File: src/design/sacts_pkg.sv
// ----------------------------------------------------------------------------
// sacts_pkg: shared types and constants of the cache tag store
// Payload structs, configuration register indexes, reset values and the
// command/status groups between the controller and the datapath.
// ----------------------------------------------------------------------------
package sacts_pkg;

    localparam int DEF_MAX_SETS  = 1024;
    localparam int DEF_MAX_WAYS  = 8;
    localparam int DEF_ADDR_BITS = 32;

    localparam int PORT_ADDR_W = 32;
    localparam int CFG_DATA_W  = 4;
    localparam int CFG_IDX_W   = 2;
    localparam int WAY_OUT_W   = 3;

    localparam logic [3:0] RST_OFFSET_BITS = 4'd5;
    localparam logic [3:0] RST_INDEX_BITS  = 4'd10;
    localparam logic [3:0] RST_WAYS_IN_USE = 4'd1;
    localparam logic       RST_REPLACE_LRU = 1'b0;

    typedef enum logic [CFG_IDX_W-1:0] {
        CFG_OFFSET_BITS = 2'd0,
        CFG_INDEX_BITS  = 2'd1,
        CFG_WAYS_IN_USE = 2'd2,
        CFG_REPLACE_LRU = 2'd3
    } cfg_idx_t;

    typedef struct packed {
        logic                   req_type;
        logic [PORT_ADDR_W-1:0] address;
    } req_t;

    typedef struct packed {
        logic                 hit;
        logic                 writeback_needed;
        logic [WAY_OUT_W-1:0] way_used;
    } rsp_t;

    typedef struct packed {
        logic capture;
        logic commit;
        logic clear;
    } cmd_t;

    typedef struct packed {
        logic clear_last;
    } sts_t;

endpackage

File: src/design/sacts_ctrl.sv
// ----------------------------------------------------------------------------
// sacts_ctrl: sequencing of the cache tag store
// Runs the clearing pass after reset, then alternates between waiting for
// an access and the lookup/update cycle of the accepted access.
// ----------------------------------------------------------------------------
module sacts_ctrl
    import sacts_pkg::*;
(
    input  logic clk,
    input  logic rst_n,
    input  logic start,
    output logic busy,
    output logic done,
    output cmd_t cmd,
    input  sts_t sts
);

    typedef enum logic [1:0] {
        ST_CLEAR,
        ST_IDLE,
        ST_LOOKUP
    } state_t;

    state_t state_reg;
    state_t state_next;
    logic   busy_reg;
    logic   done_reg;

    always_comb
    begin
        state_next = state_reg;
        unique case (state_reg)
            ST_CLEAR:
            begin
                if (sts.clear_last)
                begin
                    state_next = ST_IDLE;
                end
            end
            ST_IDLE:
            begin
                if (start)
                begin
                    state_next = ST_LOOKUP;
                end
            end
            ST_LOOKUP:
            begin
                state_next = ST_IDLE;
            end
            default:
            begin
                state_next = ST_CLEAR;
            end
        endcase
    end

    always_ff @(posedge clk or negedge rst_n)
    begin
        if (!rst_n)
        begin
            state_reg <= ST_CLEAR;
            busy_reg  <= 1'b1;
            done_reg  <= 1'b0;
        end
        else
        begin
            state_reg <= state_next;
            busy_reg  <= (state_next != ST_IDLE);
            done_reg  <= (state_reg == ST_LOOKUP);
        end
    end

    assign cmd.capture = (state_reg == ST_IDLE) && start;
    assign cmd.commit  = (state_reg == ST_LOOKUP);
    assign cmd.clear   = (state_reg == ST_CLEAR);
    assign busy        = busy_reg;
    assign done        = done_reg;

endmodule

File: config.mk
export PLATFORM = sky130hd
export DESIGN_NAME = sacts_ctrl
export DESIGN_NICKNAME = d
export VERILOG_FILES = /design/src/design/sacts_pkg.sv /design/src/design/sacts_ctrl.sv
export SDC_FILE = /design/constraint.sdc
export NUM_CORES = 1
export LEC_CHECK = 0
export BUFFER_PORTS_ARGS = -buffer_cell sky130_fd_sc_hd__buf_2
export CORE_AREA = 10 10 47 49
export CTS_BUF_LIST = sky130_fd_sc_hd__clkbuf_4 sky130_fd_sc_hd__clkbuf_8
export CTS_CLUSTER_SIZE = 24
export DETAILED_ROUTE_END_ITERATION = 10
export DIE_AREA = 0 0 57 59
export MAX_ROUTING_LAYER = met4
export SLEW_MARGIN = 20
export SYNTH_ARGS = -nofsm -noshare
export SYNTH_HDL_FRONTEND = slang
export SYNTH_SLANG_ARGS = --single-unit
File: constraint.sdc
create_clock -name clk -period 1.9 [get_ports clk]
set_clock_uncertainty 0.15 [all_clocks]
set_input_delay 0.38 -clock clk [delete_from_list [all_inputs] [get_ports clk]]
set_output_delay 0.38 -clock clk [all_outputs]
set_load 0.05 [all_outputs]
==> flow_summary.yaml <==
cells_and_area:
  layout-drive-gt1-share: 0.6667
  n_fill_cell: 165
  commonest_non_fill_non_tap_cell_in_the_layout: "sky130_fd_sc_hd__buf_2"
  post_route_insts_no_fill: 40
  final_cell_mix: "8 x sky130_fd_sc_hd__buf_2, 4 x sky130_fd_sc_hd__clkbuf_4, 3 x sky130_fd_sc_hd__dfrtp_1, 2 x sky130_fd_sc_hd__and3b_2"
  largest_register_ff_count: 2
  final_nets: 29
  antennaDiodeCount: 0
  area_growth_pct: 64.00
clocking:
  clock_latency_ps: 240
  cts.repair_timing.setup_buffer_count: 0
  clk_path_buf_depth: 2
  cts.clk_slew.worst_paths_ps: 40
  clock_tree_from_tritoncts: "yes"
  postCtsResizedCells: 0
  cts_made_buffers: 3
  cts_root_buf: "sky130_fd_sc_hd__clkbuf_4"
  clkSinkCount: 4
  hold_fix_buffer_count_after_cts: 1
  cts_max_level: 1
power_and_ir_drop:
  total_power_uw: 532.0
  powerDensity_nw_per_um2: 2074
  max-vdd-ir-drop_mv: 0.3612
  power_leakage_nw: 0.1289
grt:
  grt.overflow.total: 0
  grt_first_pass_wirelength_um: 648
  antenna_found_initial: 0
  number_of_global_route_vias_before_repair: 136
  largest_net_degree_at_the_start_of_global_routing: 8
  track_usage: 0.03028
worst_setup_path:
  critPathKind: "reg2out"
  crit-reg2reg-launch: "state_reg[1]"
  timing.critical_path.required_ps: 1370
  worst_path_largest_cell_delay_ps: 430
  rr_worst_depth: 1
  endpoint_kind: "output pin"
  cp_num_buf_inv: 1
  timing.critical_path.depth: 2
  timing.critical_path.from_type: "register"
  crit_path_cell_trace: "and3b_2 -> buf_2"
  endpoint: "cmd[2]"
  worst-endpoint-arrival_ps: 1170
  cp_slowest_cell: "sky130_fd_sc_hd__dfrtp_1"
  crit_start: "state_reg[1]"
  r2r_slack_ps: 880
  critical-path-top-delay-family: "flip-flops"
  crit_path_max_fanout: 7
  worst_r2r_endpoint: "state_reg[0]"
synth:
  synth.avg_cell_area_um2: 14.22
  yosysUniqueCellTypes: 8
  synth-seq-area-share: 0.6480
  post_synthesis_cell_count: 11
  postSynthNetCount: 15
  netlist_area_um2: 156.4
  ys.warnings.count: 0
  synth.ff_latch_count: 4
timing:
  setup_viol: 0
  drv_slew: 0
  worst_slew_pin_slew_ps: 259.9
  final_hold_violating_endpoints: 0
  finalCritPeriodShare: 0.8938
  timing.setup.tns_ps: 0
  rsz0062_at_grt: "no"
  fin_crit_ps: 1698
  rel_slew_slack: 0.8279
  fmaxAchievable_mhz: 588.8
  finalHoldWorstSlack_ps: 151.4
drt:
  route.vias.total: 128
  wl_per_cell_um: 10.15
  detailedRoute.firstIterationViolations: 0
  vias_per_cell: 3.200
  detailedRoute.firstPassIterationCount: 1
  detailed_route_wire_length_um: 406
  route.detailed.drc: 0
  ant_nets: 0
flow_run:
  maxCapViolations: 0
run_status:
  outcome: "finished, final reports clean"
placed_design:
  port_buffer_count: 8
  routabilityCongestion: 0.6754
  placedCellCount: 35
floorplanning:
  floorplan.initialDensity: 0.1116
  die_x_um: 57
  floorplan.core_area_um2: 1401
  placementRows: 14
  die_h_um: 59
  overall_die_area_um2: 3363
  ioPinCount: 9
min_path:
  type_of_the_worst_min_delay_path: "in2reg"
[cell families after synthesis]
kind of cell | count (synthesis) | synth area share
DFF | 4 | 0.6480
and+or+nand+nor | 4 | 0.1920
AOI/OAI and AO/OA | 3 | 0.1600
[through the flow]
step | utilization | setup slack, ps | instance area, um^2
finish | 0.1830 | 201.8 | 256.5
CTS | 0.1830 | 180.2 | 256.5
floorplan | - | 204.3 | 156.4
detailed placement | 0.1545 | 443.8 | 216.5
global route | 0.1830 | 130.8 | 256.5
global placement | 0.1545 | 447.5 | 216.5
[layer usage]
layer | up-vias | share of wire | routed length, um | track usage
li1 | 67 | - | - | -
met1 | 52 | 0.44 | 179 | 0.02628
met2 | 9 | 0.28 | 115 | 0.02171
met3 | 0 | 0.27 | 111 | 0.04292
met4 | 0 | 0 | 0 | 0.04027
met5 | - | 0 | 0 | -
[cell usage after synthesis]
library cell,count,share of area
sky130_fd_sc_hd__nor2_1,1,0.024
sky130_fd_sc_hd__dfstp_2,1,0.17
sky130_fd_sc_hd__o21ai_2,1,0.056
sky130_fd_sc_hd__dfrtp_1,3,0.48
sky130_fd_sc_hd__o31ai_1,1,0.048
sky130_fd_sc_hd__o31a_1,1,0.056
sky130_fd_sc_hd__and3b_2,2,0.13
sky130_fd_sc_hd__nor2b_1,1,0.040
[cell type report]
class                           count  area (um^2)  share of cell area
Clock buffer                        4        30.03              0.1171
Multi-Input combinational cell      7        55.05              0.2146
Sequential cell                     4        101.3              0.3951
Tap cell                           16        20.02             0.07805
Timing Repair Buffer                9        50.05              0.1951
[power breakdown]
part / switching (mW) / internal (mW) / leakage [nW] / total [mW]
sequential: 0.0330 / 0.126 / 0.0485 / 0.159
clock: 0.0379 / 0.0932 / 0.0184 / 0.131
combinational: 0.179 / 0.0627 / 0.0619 / 0.242
total: 0.250 / 0.282 / 0.129 / 0.532
[how the worst min path moves through the flow]
| stage | slack [ps] | to | cells after the start | startpoint |
|---|---|---|---|---|
| after floorplan | -70 | done | 0 | rst_n |
| after global placement | 40 | done | 1 | rst_n |
| after detailed placement | 40 | done | 1 | rst_n |
| after CTS | 140 | busy | 2 | sts |
| after global routing | 150 | busy | 2 | sts |
| final | 150 | busy | 2 | sts |
No activity file was read; power rests on OpenSTA's default activity.
